<file path="src/hdl/eegp_pkg.sv">
// eegp_pkg: shared types and constants for the eeg headset packet parser
// no dependencies; used by the parser core and the top level
package eegp_pkg;

    // default payload store depth and the part of it that the result reads
    localparam int PAYLOAD_STORE_DEPTH_DEF = 32;
    localparam int KEPT_BYTES              = 32;

    // framing constants
    localparam logic [7:0] SYNC_BYTE = 8'hAA;
    localparam logic [7:0] LEN_LIMIT = 8'd170;

    // fixed payload offsets of the result fields
    localparam int OFS_SIGNAL     = 1;
    localparam int OFS_ATTENTION  = 29;
    localparam int OFS_MEDITATION = 31;
    localparam int OFS_BAND0      = 4;
    localparam int BAND_STRIDE    = 3;
    localparam int NUM_BANDS      = 8;

    // parser phases
    typedef enum logic [2:0] {
        PH_SYNC1    = 3'd0,
        PH_SYNC2    = 3'd1,
        PH_LENGTH   = 3'd2,
        PH_PAYLOAD  = 3'd3,
        PH_CHECKSUM = 3'd4
    } phase_t;

    // one frame result; band_power[0] is delta, band_power[7] is mid gamma
    typedef struct packed {
        logic                          frame_status;
        logic [7:0]                    signal_quality;
        logic [7:0]                    attention_level;
        logic [7:0]                    meditation_level;
        logic [NUM_BANDS-1:0][23:0]    band_power;
    } result_t;

endpackage

</file>
<file path="src/hdl/eegp_parser.sv">
// eegp_parser: byte-wise framing state machine, checksum and payload store
// depends on eegp_pkg; the result is combinational on the accepted checksum beat
module eegp_parser #(
    parameter int PAYLOAD_STORE_DEPTH = eegp_pkg::PAYLOAD_STORE_DEPTH_DEF
) (
    input  logic              aclk,
    input  logic              aresetn,
    input  logic              byte_valid,
    input  logic [7:0]        byte_data,
    output logic              at_checksum,
    output logic              res_valid,
    output eegp_pkg::result_t res
);
    import eegp_pkg::*;

    // offsets at or above KEPT_BYTES are never read, so they are not kept
    localparam int         STORE_N   = (PAYLOAD_STORE_DEPTH < KEPT_BYTES) ?
                                       PAYLOAD_STORE_DEPTH : KEPT_BYTES;
    localparam int         IDX_W     = (STORE_N > 1) ? $clog2(STORE_N) : 1;
    localparam logic [8:0] DEPTH_LIM = 9'(STORE_N);

    phase_t     phase_reg, phase_next;
    logic [7:0] len_reg, len_next;
    logic [7:0] pos_reg, pos_next;
    logic [7:0] sum_reg, sum_next;
    logic [7:0] pos_inc;
    logic       store_we;
    logic [7:0] store_reg [STORE_N];

    assign pos_inc     = pos_reg + 8'd1;
    assign at_checksum = (phase_reg == PH_CHECKSUM);

    // state registers
    always_ff @(posedge aclk) begin
        if (!aresetn) begin
            phase_reg <= PH_SYNC1;
            len_reg   <= '0;
            pos_reg   <= '0;
            sum_reg   <= '0;
        end else begin
            phase_reg <= phase_next;
            len_reg   <= len_next;
            pos_reg   <= pos_next;
            sum_reg   <= sum_next;
        end
    end

    // payload store, cleared by reset, written one byte per payload beat while the offset is inside the store
    always_ff @(posedge aclk) begin
        if (!aresetn) begin
            for (int i = 0; i < STORE_N; i++) begin
                store_reg[i] <= '0;
            end
        end else if (store_we) begin
            store_reg[pos_reg[IDX_W-1:0]] <= byte_data;
        end
    end

    // next state and result
    always_comb begin
        phase_next = phase_reg;
        len_next   = len_reg;
        pos_next   = pos_reg;
        sum_next   = sum_reg;
        store_we   = 1'b0;
        res_valid  = 1'b0;
        res        = '0;
        if (byte_valid) begin
            case (phase_reg)
                PH_SYNC2: begin
                    phase_next = (byte_data == SYNC_BYTE) ? PH_LENGTH : PH_SYNC1;
                end
                PH_LENGTH: begin
                    if (byte_data > LEN_LIMIT) begin
                        phase_next = PH_SYNC1;
                    end else if (byte_data < LEN_LIMIT) begin
                        len_next   = byte_data;
                        phase_next = PH_PAYLOAD;
                    end
                end
                PH_PAYLOAD: begin
                    store_we = ({1'b0, pos_reg} < DEPTH_LIM);
                    sum_next = sum_reg + byte_data;
                    pos_next = pos_inc;
                    if (pos_inc >= len_reg) begin
                        phase_next = PH_CHECKSUM;
                    end
                end
                PH_CHECKSUM: begin
                    res_valid = 1'b1;
                    if (~sum_reg == byte_data) begin
                        res.signal_quality   = store_reg[OFS_SIGNAL];
                        res.attention_level  = store_reg[OFS_ATTENTION];
                        res.meditation_level = store_reg[OFS_MEDITATION];
                        for (int j = 0; j < NUM_BANDS; j++) begin
                            res.band_power[j] = {store_reg[OFS_BAND0 + BAND_STRIDE*j],
                                                 store_reg[OFS_BAND0 + BAND_STRIDE*j + 1],
                                                 store_reg[OFS_BAND0 + BAND_STRIDE*j + 2]};
                        end
                    end else begin
                        res.frame_status = 1'b1;
                    end
                    phase_next = PH_SYNC1;
                    len_next   = '0;
                    pos_next   = '0;
                    sum_next   = '0;
                end
                default: begin
                    phase_next = (byte_data == SYNC_BYTE) ? PH_SYNC2 : PH_SYNC1;
                end
            endcase
        end
    end

endmodule

</file>
<file path="src/hdl/eeg_headset_packet_parser_top.sv">
// eeg_headset_packet_parser_top: byte stream in, one result beat per frame out
// depends on eegp_pkg and eegp_parser
// the result beat is registered and becomes valid in the cycle after the checksum byte is accepted
// throughput: one byte per cycle; s_ready drops only while a result beat waits
//   in the output register and the next byte is a checksum byte
// reset: synchronous active-low aresetn clears the parse state, the payload
//   store and the output valid; the block is ready in the cycle after reset
module eeg_headset_packet_parser_top #(
    parameter int PAYLOAD_STORE_DEPTH = eegp_pkg::PAYLOAD_STORE_DEPTH_DEF
) (
    input  logic        aclk,
    input  logic        aresetn,
    input  logic        s_valid,
    output logic        s_ready,
    input  logic [7:0]  s_rx_byte,
    output logic        m_valid,
    input  logic        m_ready,
    output logic        m_frame_status,
    output logic [7:0]  m_signal_quality,
    output logic [7:0]  m_attention_level,
    output logic [7:0]  m_meditation_level,
    output logic [23:0] m_delta_power,
    output logic [23:0] m_theta_power,
    output logic [23:0] m_low_alpha_power,
    output logic [23:0] m_high_alpha_power,
    output logic [23:0] m_low_beta_power,
    output logic [23:0] m_high_beta_power,
    output logic [23:0] m_low_gamma_power,
    output logic [23:0] m_mid_gamma_power
);
    import eegp_pkg::*;

    logic    byte_acc;
    logic    at_checksum;
    logic    res_valid;
    result_t res;
    result_t out_reg;
    logic    m_valid_reg;

    // hold off only a checksum byte while the output register is occupied
    assign s_ready  = !(m_valid_reg && !m_ready && at_checksum);
    assign byte_acc = s_valid && s_ready;

    eegp_parser #(
        .PAYLOAD_STORE_DEPTH(PAYLOAD_STORE_DEPTH)
    ) u_parser (
        .aclk        (aclk),
        .aresetn     (aresetn),
        .byte_valid  (byte_acc),
        .byte_data   (s_rx_byte),
        .at_checksum (at_checksum),
        .res_valid   (res_valid),
        .res         (res)
    );

    // output register
    always_ff @(posedge aclk) begin
        if (!aresetn) begin
            m_valid_reg <= 1'b0;
        end else if (res_valid) begin
            m_valid_reg <= 1'b1;
        end else if (m_ready) begin
            m_valid_reg <= 1'b0;
        end
    end

    always_ff @(posedge aclk) begin
        if (res_valid) begin
            out_reg <= res;
        end
    end

    // result beat ports
    assign m_valid            = m_valid_reg;
    assign m_frame_status     = out_reg.frame_status;
    assign m_signal_quality   = out_reg.signal_quality;
    assign m_attention_level  = out_reg.attention_level;
    assign m_meditation_level = out_reg.meditation_level;
    assign m_delta_power      = out_reg.band_power[0];
    assign m_theta_power      = out_reg.band_power[1];
    assign m_low_alpha_power  = out_reg.band_power[2];
    assign m_high_alpha_power = out_reg.band_power[3];
    assign m_low_beta_power   = out_reg.band_power[4];
    assign m_high_beta_power  = out_reg.band_power[5];
    assign m_low_gamma_power  = out_reg.band_power[6];
    assign m_mid_gamma_power  = out_reg.band_power[7];

endmodule

</file>
<file path="config.mk">
export PLATFORM = sky130hd
export DESIGN_NAME = eeg_headset_packet_parser_top
export DESIGN_NICKNAME = d
export VERILOG_FILES = /design/src/hdl/eegp_pkg.sv /design/src/hdl/eegp_parser.sv /design/src/hdl/eeg_headset_packet_parser_top.sv
export SDC_FILE = /design/constraint.sdc
export NUM_CORES = 1
export LEC_CHECK = 0
export ABC_AREA = 1
export BUFFER_PORTS_ARGS = -buffer_cell sky130_fd_sc_hd__buf_4
export CORE_MARGIN = 2
export CORE_UTILIZATION = 40
export DETAILED_ROUTE_END_ITERATION = 8
export GPL_ROUTABILITY_DRIVEN = 0
export SLEW_MARGIN = 20
export SYNTH_ARGS = -nofsm -noshare
export SYNTH_HDL_FRONTEND = slang
export SYNTH_SLANG_ARGS = --single-unit
</file>
<file path="constraint.sdc">
create_clock -name aclk -period 7.9 [get_ports aclk]
set_input_delay 0.395 -clock aclk [delete_from_list [all_inputs] [get_ports aclk]]
set_output_delay 0.395 -clock aclk [all_outputs]
set_load 0.01 [all_outputs]
</file>
=== Word level (Yosys, flattened, before mapping) ===
Memory sizes are Yosys's and may differ from the RTL's. A register that Yosys moved wholly into a read port is not among the register bits.
Index checks and enable logic that the tools add are counted.

* Register bits: 29
* Latch bits: 0
* Memory bits (writable): 256
* ROM bits: 0
* Input port bits: 12
* Output and inout port bits: 219
* Word-level logic and storage cells: 90
* Memories kept: 1

* Add/sub/neg operators: 2
* $mul: 0
* Divide/modulo/power cells: 0
* Order comparisons: 4
* Equality and inequality tests: 10
* Shifts and indexed selects: 0
* Muxes and demuxes: 25
* Bitwise logic cells: 1
* Reduce and logical (&&, ||, !) cells: 41

{| class="wikitable"
|+ Memories
! memory !! words !! bits a word !! rd ports !! clocked after memory_dff !! write ports !! line !! RTL
|-
| u_parser.store_reg || 32 || 8 || 27 || 27 || 32 || eegp_parser.sv:28 || <nowiki>logic [7:0] store_reg [STORE_N];</nowiki>
|}

{| class="wikitable"
|+ Operators with widths
! cell !! number
|-
| $pmux 8 s2 || 3
|-
| $logic_not 1->1 || 29
|-
| $mux 8 || 3
|-
| $mux 1 || 13
|-
| $pmux 3 s4 || 1
|-
| $mux 3 || 3
|-
| $add 8x1->8 const B || 1
|-
| $add 8x8->8 || 1
|-
| $eq 8x8->1 || 1
|-
| $eq 8x8->1 const B || 1
|-
| $ge 8x8->1 || 1
|-
| $gt 8x8->1 const B || 1
|-
| $lt 8x6->1 const B || 1
|-
| $lt 8x8->1 const B || 1
|-
| $not 8->8 || 1
|-
| $reduce_or 8->1 || 1
|-
| $eq 3x2->1 const B || 2
|-
| $reduce_and 3->1 || 2
|-
| $reduce_bool 2->1 || 3
|-
| $mux 5 || 1
|-
| $ne 2x1->1 const B || 2
|-
| $reduce_and 2->1 || 2
|-
| $reduce_and 4->1 || 1
|-
| $eq 3x1->1 const B || 1
|-
| 5 further kinds || 7
|}

=== Longest topological paths before layout ===
* Depth after elaboration: 11
* Gate-level depth with buffers: 17
* Depth with buffers taken out: 17

=== By module ===
From an unflattened synthesis, not the netlist that was laid out.

* Cell total of the unflattened synthesis: 1530
* Area total of the unflattened synthesis: 18097.4 um2

{| class="wikitable"
|+ Modules (own cells, without submodules)
! module !! instances !! cells each !! area an instance (um2) !! seq. area each (um2)
|-
| eegp_parser || 1 || 1304 || 11519.8 || 7026.7
|-
| eeg_headset_packet_parser_top || 1 || 226 || 6577.6 || 6536.3
|}

=== Least setup slack after synthesis ===
Ideal clock, no wire load.

* Path kind: register to register
* Start: register u_parser.phase_reg[0]
* End: register out_reg (netlist bit m_attention_level[0]) (data pin)
* Setup time: 134 ps
* Arrival: 4598 ps
* Required time: 7766 ps
* Slack: 3168 ps
* Cell stages (with the launch flop): 9
* Path buffers: 2
* Cells stage by stage: dfxtp_1 -> inv_2 -> nand3_4 -> o21ai_2 -> nor2_4 -> nand2_4 -> buf_8 -> buf_6 -> nor2_4

* Elaborated cells between the ends (all ways): 8
* Those cells by class: eq/ne (1); mux (2); reduce/logical (5)

{| class="wikitable"
|+ RTL lines
! element !! line !! RTL
|-
| from (decl) || eegp_parser.sv:22 || <nowiki>phase_t phase_reg, phase_next;</nowiki>
|-
| from (signal assigned) || eegp_parser.sv:41 || <nowiki>phase_reg <= phase_next;</nowiki>
|-
| $eq 3x3->1 (*) || n/a ||
|-
| $logic_and 1x1->1 || eeg_headset_packet_parser_top.sv:41 || <nowiki>assign s_ready = !(m_valid_reg && !m_ready && at_checksum);</nowiki>
|-
| $logic_not 1->1 || eeg_headset_packet_parser_top.sv:41 ||
|-
| $logic_and 1x1->1 || eeg_headset_packet_parser_top.sv:42 || <nowiki>assign byte_acc = s_valid && s_ready;</nowiki>
|-
| $mux 1 (*) || n/a ||
|-
| named net res_valid || eeg_headset_packet_parser_top.sv:35 || <nowiki>logic res_valid;</nowiki>
|-
| to (signal assigned) || eeg_headset_packet_parser_top.sv:69 || <nowiki>out_reg <= res;</nowiki>
|-
| to (decl) || eeg_headset_packet_parser_top.sv:37 || <nowiki>result_t out_reg;</nowiki>
|}

The timed path passes the listed nets; every way through them passes the cells marked *.
A chain may end at the register's enable or synchronous reset.

=== Worst setup path in the final report ===
* Start: register u_parser.phase_reg[0]
* End: register out_reg (netlist bit m_theta_power[1]) (enable)

* Elaborated cells between the ends (all ways): 8
* Those cells by class: eq/ne (1); mux (2); reduce/logical (5)

{| class="wikitable"
|+ RTL lines
! element !! line !! RTL
|-
| $eq 3x3->1 (*) || eegp_parser.sv:31, eegp_parser.sv:69 ||
|-
| $logic_and 1x1->1 || eeg_headset_packet_parser_top.sv:41 ||
|-
| $logic_not 1->1 || eeg_headset_packet_parser_top.sv:41 ||
|-
| $logic_and 1x1->1 || eeg_headset_packet_parser_top.sv:42 ||
|-
| $mux 1 (*) || eegp_parser.sv:68 || <nowiki>if (byte_valid) begin</nowiki>
|-
| named net res_valid || eeg_headset_packet_parser_top.sv:35 ||
|}

Marked as above.

==> impl_summary.log <==
[metrics] run status: finished, final reports clean
[metrics] area taken by flip-flops and latches: 13600 µm²
[metrics] ratio of cells with drive above 1 in the final layout: 25.0%
[metrics] port bufs: 230
[metrics] I/O pin count: 231
[metrics] Die Outline Area: 47700 µm²
[metrics] vertical die dimension: 218 µm
[metrics] Final setup viols: 0
[metrics] register bit count reported by yosys: 461
[metrics] setup fix buffers added after clock tree synthesis: 0
[metrics] final hold violation count: 0
[metrics] relative max-transition margin: 19.6%
[metrics] routed via count divided by cell count: 4.53
[metrics] GRT Resource Usage Total: 17.6%
[metrics] Arrival @ worst endpoint: 3.07 ns
[metrics] hold-fix buffer count after cts: 0
[metrics] antenna violations before repair: 0
[metrics] CP max FO: 157
[metrics] CTS buffer count: 49
[metrics] cell area after technology mapping: 18400 µm²
[metrics] number of max-slew violations in the final report: 0
[metrics] total core area: 45400 µm²
[metrics] cell class contributing the biggest share of worst-path delay: buffers and inverters
[metrics] number of violations reported at the end of detailed-routing iteration 0: 704
[metrics] sequential cell area fraction in the yosys report: 73.8%
[metrics] count of cells resized by post-cts repair: 0
[metrics] average cell area after synthesis: 12.2 µm²
[metrics] DP Wirelength: 25000 µm
[metrics] master of the slowest instance on the critical path: buf_4
[metrics] max incr delay on CP: 0.67 ns
[metrics] number of enable flip-flop cells after synthesis: 433
[metrics] Clock Sinks: 461
[metrics] via count of the first global-routing pass: 10613
[metrics] number of distinct library cell variants in the gate-level netlist after synthesis: 33
[metrics] total power per unit cell area: 236 nW/µm²
[metrics] area growth from synthesis to layout: 20.6%
[metrics] Sum Neg Setup Slack: 0 ns
[metrics] wire length per cell: 17.4 µm
[metrics] clock skew: 0.0109 ns
[metrics] Top FF cell, synth: edfxtp_1
[metrics] post-synthesis net count: 1536
[metrics] gr ovfl total: 0
[metrics] maximum number of pins on one net before global-route repair: 158
[metrics] maximum achievable frequency: 347 MHz
[metrics] number of instances in the synthesized netlist: 1504
[metrics] detailed-router iteration count before antenna repair: 5
[metrics] number of core rows: 78
[metrics] number of filler instances in the final layout: 4019
[metrics] most common library cell in the layout ignoring fill and taps: edfxtp_1
[metrics] DRT Wirelength: 41300 µm
[metrics] multi-input combinational cell area: 3460 µm²
[metrics] clock insertion delay at the later pin of the skew report: 0.58 ns
[metrics] cell-by-cell trace of the critical path: inv_2 -> nand3_4 -> o21ai_2 -> nor2_4 -> buf_4 -> buf_12
[metrics] largest cells by area after synthesis: edfxtp_1, nor2_1, inv_1
[metrics] transition time at the pin with the least slew margin: 1.21 ns
[metrics] most frequent cells in the layout: edfxtp_1, nor2_1, inv_1, buf_4, nand2_1
[metrics] FFs w/ async S/R, synth: 0%
[metrics] CP endpoint kind: register
[metrics] leakage: 0.00911 µW
[metrics] Routed Antenna Nets: 0
[metrics] summed area of non-filler cells in the final layout: 22200 µm²
[metrics] Max Buffers Root-to-Sink: 3
[metrics] kind of critical path: register to register
[metrics] share of the clock period used by the worst path after layout: 36.5%
[metrics] clock edge transition at the registers on the reported setup and hold paths: 0.06 ns
[metrics] die width: 218 µm
[metrics] setup repair after global routing missed its margin: false
[metrics] number of max-capacitance violations reported: 0
[metrics] DRC Markers: 0
[metrics] number of levels the H-tree was split into: 2
[metrics] effective utilization at floorplan: 40.5%
[metrics] kind of launch point of the worst setup path: register
[metrics] wire length of the first global-routing pass: 62700 µm
[metrics] placed cells: 2287
[metrics] post-layout instance count excluding filler cells: 2376
[metrics] master cell of the clock root buffer: clkbuf_16
[metrics] path type of the worst min-delay path: input pin to register
[metrics] Final Net Count: 1770
[metrics] IR drop worst, VDD: 0.150 mV
[metrics] Syn. warnings: 0
[metrics] TritonCTS clock tree: yes
[metrics] number of diodes added for antenna fixing: 0
[metrics] flip-flop count of the largest register, all copies and words added: 216
[metrics] area share of the leading cell type in the synthesized netlist: 70.8%
[metrics] via total after detailed routing: 10767
[metrics] cell accounting for the most synthesized area: edfxtp_1
[metrics] Post-DP Area: 20600 µm²
[metrics] post-route minimum period: 2.89 ns
[metrics] combined buffer and inverter count along the critical path: 3
[metrics] worst endpoint required time: 8.09 ns
==> synthesized netlist by cell type (2+ instances only) <==
cell type and instances:
edfxtp_1 433, nor2_1 384, inv_1 260, nand2_1 113, nor2_2 92, dfxtp_1 28
clkbuf_1 27, a21oi_1 24, ha_1 19, nand2_2 18, nand3_1 18, nor2_4 15
buf_2 13, o21ai_0 11, buf_8 10, nand4_1 7, inv_2 6, xor2_1 4
or2_2 3, buf_4 2, buf_6 2, clkinv_1 2, nand3_2 2, nor3_1 2
==> per-layer routing <==
metal / vias to the layer above / global-route usage [%] / part of all wire [%]
li1: 5253 / - / -
met1: 5189 / 24.0 / 45
met2: 270 / 28.8 / 48
met3: 55 / 3.48 / 5.5
met4: 0 / 4.85 / 2.0
met5: - / 0 / 0
==> where the power goes <==
part / switching (µW) / leakage (µW) / internal (µW)
clock: 921 / 0.000767 / 1350
sequential: 26.1 / 0.00435 / 2730
combinational: 139 / 0.00400 / 50.1
total: 1090 / 0.00911 / 4140
==> worst reg2reg max path, stage by stage (launching register included) <==
cell and delay [ns]:
dfxtp_1 0.42, inv_2 0.09, nand3_4 0.10, o21ai_2 0.10, nor2_4 0.16, buf_4 0.67, buf_12 0.48
==> final timing paths <==
| path | slack, ns | cells after the start | startpoint | to |
|---|---|---|---|---|
| min | 0.18 | 4 | m_ready | m_valid$_SDFFE_PN0P_ |
| min reg2reg | 0.47 | 2 | u_parser.sum_reg[3]$_SDFFE_PN0P_ | u_parser.sum_reg[3]$_SDFFE_PN0P_ |
| max | 5.01 | 6 | u_parser.phase_reg[0]$_SDFFE_PN0P_ | m_theta_power[1]$_SDFFCE_PN0P_ |
| max reg2reg | 5.01 | 6 | u_parser.phase_reg[0]$_SDFFE_PN0P_ | m_theta_power[1]$_SDFFCE_PN0P_ |
==> area by class of cell <==
cell class              instances  share of cell area, %
flip-flops and latches        461                   61.2
multi-input cells             721                   15.6
repair buffers                237                   8.09
clock buffers                  62                   5.85
inverters                     268                   4.54
well taps                     600                   3.39
clock inverters                27                   1.30
==> metrics by stage <==
stage | total power [µW] | worst slack [ns] | util [%] | hold WS, ns
final | 5220 | 5.01 | 48.8 | 0.180
after CTS | 5280 | 5.00 | 48.8 | 0.146
after global placement | 3000 | 4.86 | 45.3 | 0.455
after floorplan | 2910 | 3.17 | - | 0.443
after detailed placement | 3000 | 4.83 | 45.3 | 0.464
after global routing | 5390 | 4.83 | 48.8 | 0.189
==> logic make-up (layout without fill, tap and decap cells) <==
kind of cell    count (synthesis)  in the layout  share of synthesized area, %
flops                         461            461                          73.8
fa+ha+maj                      20             20                          1.40
simple gates                  658            658                          16.0
compound gates                 38             38                          1.08
xor+xnor                        5              5                         0.238
buf+inv                       322            594                          7.40
No activity file was read; power rests on OpenSTA's default activity.
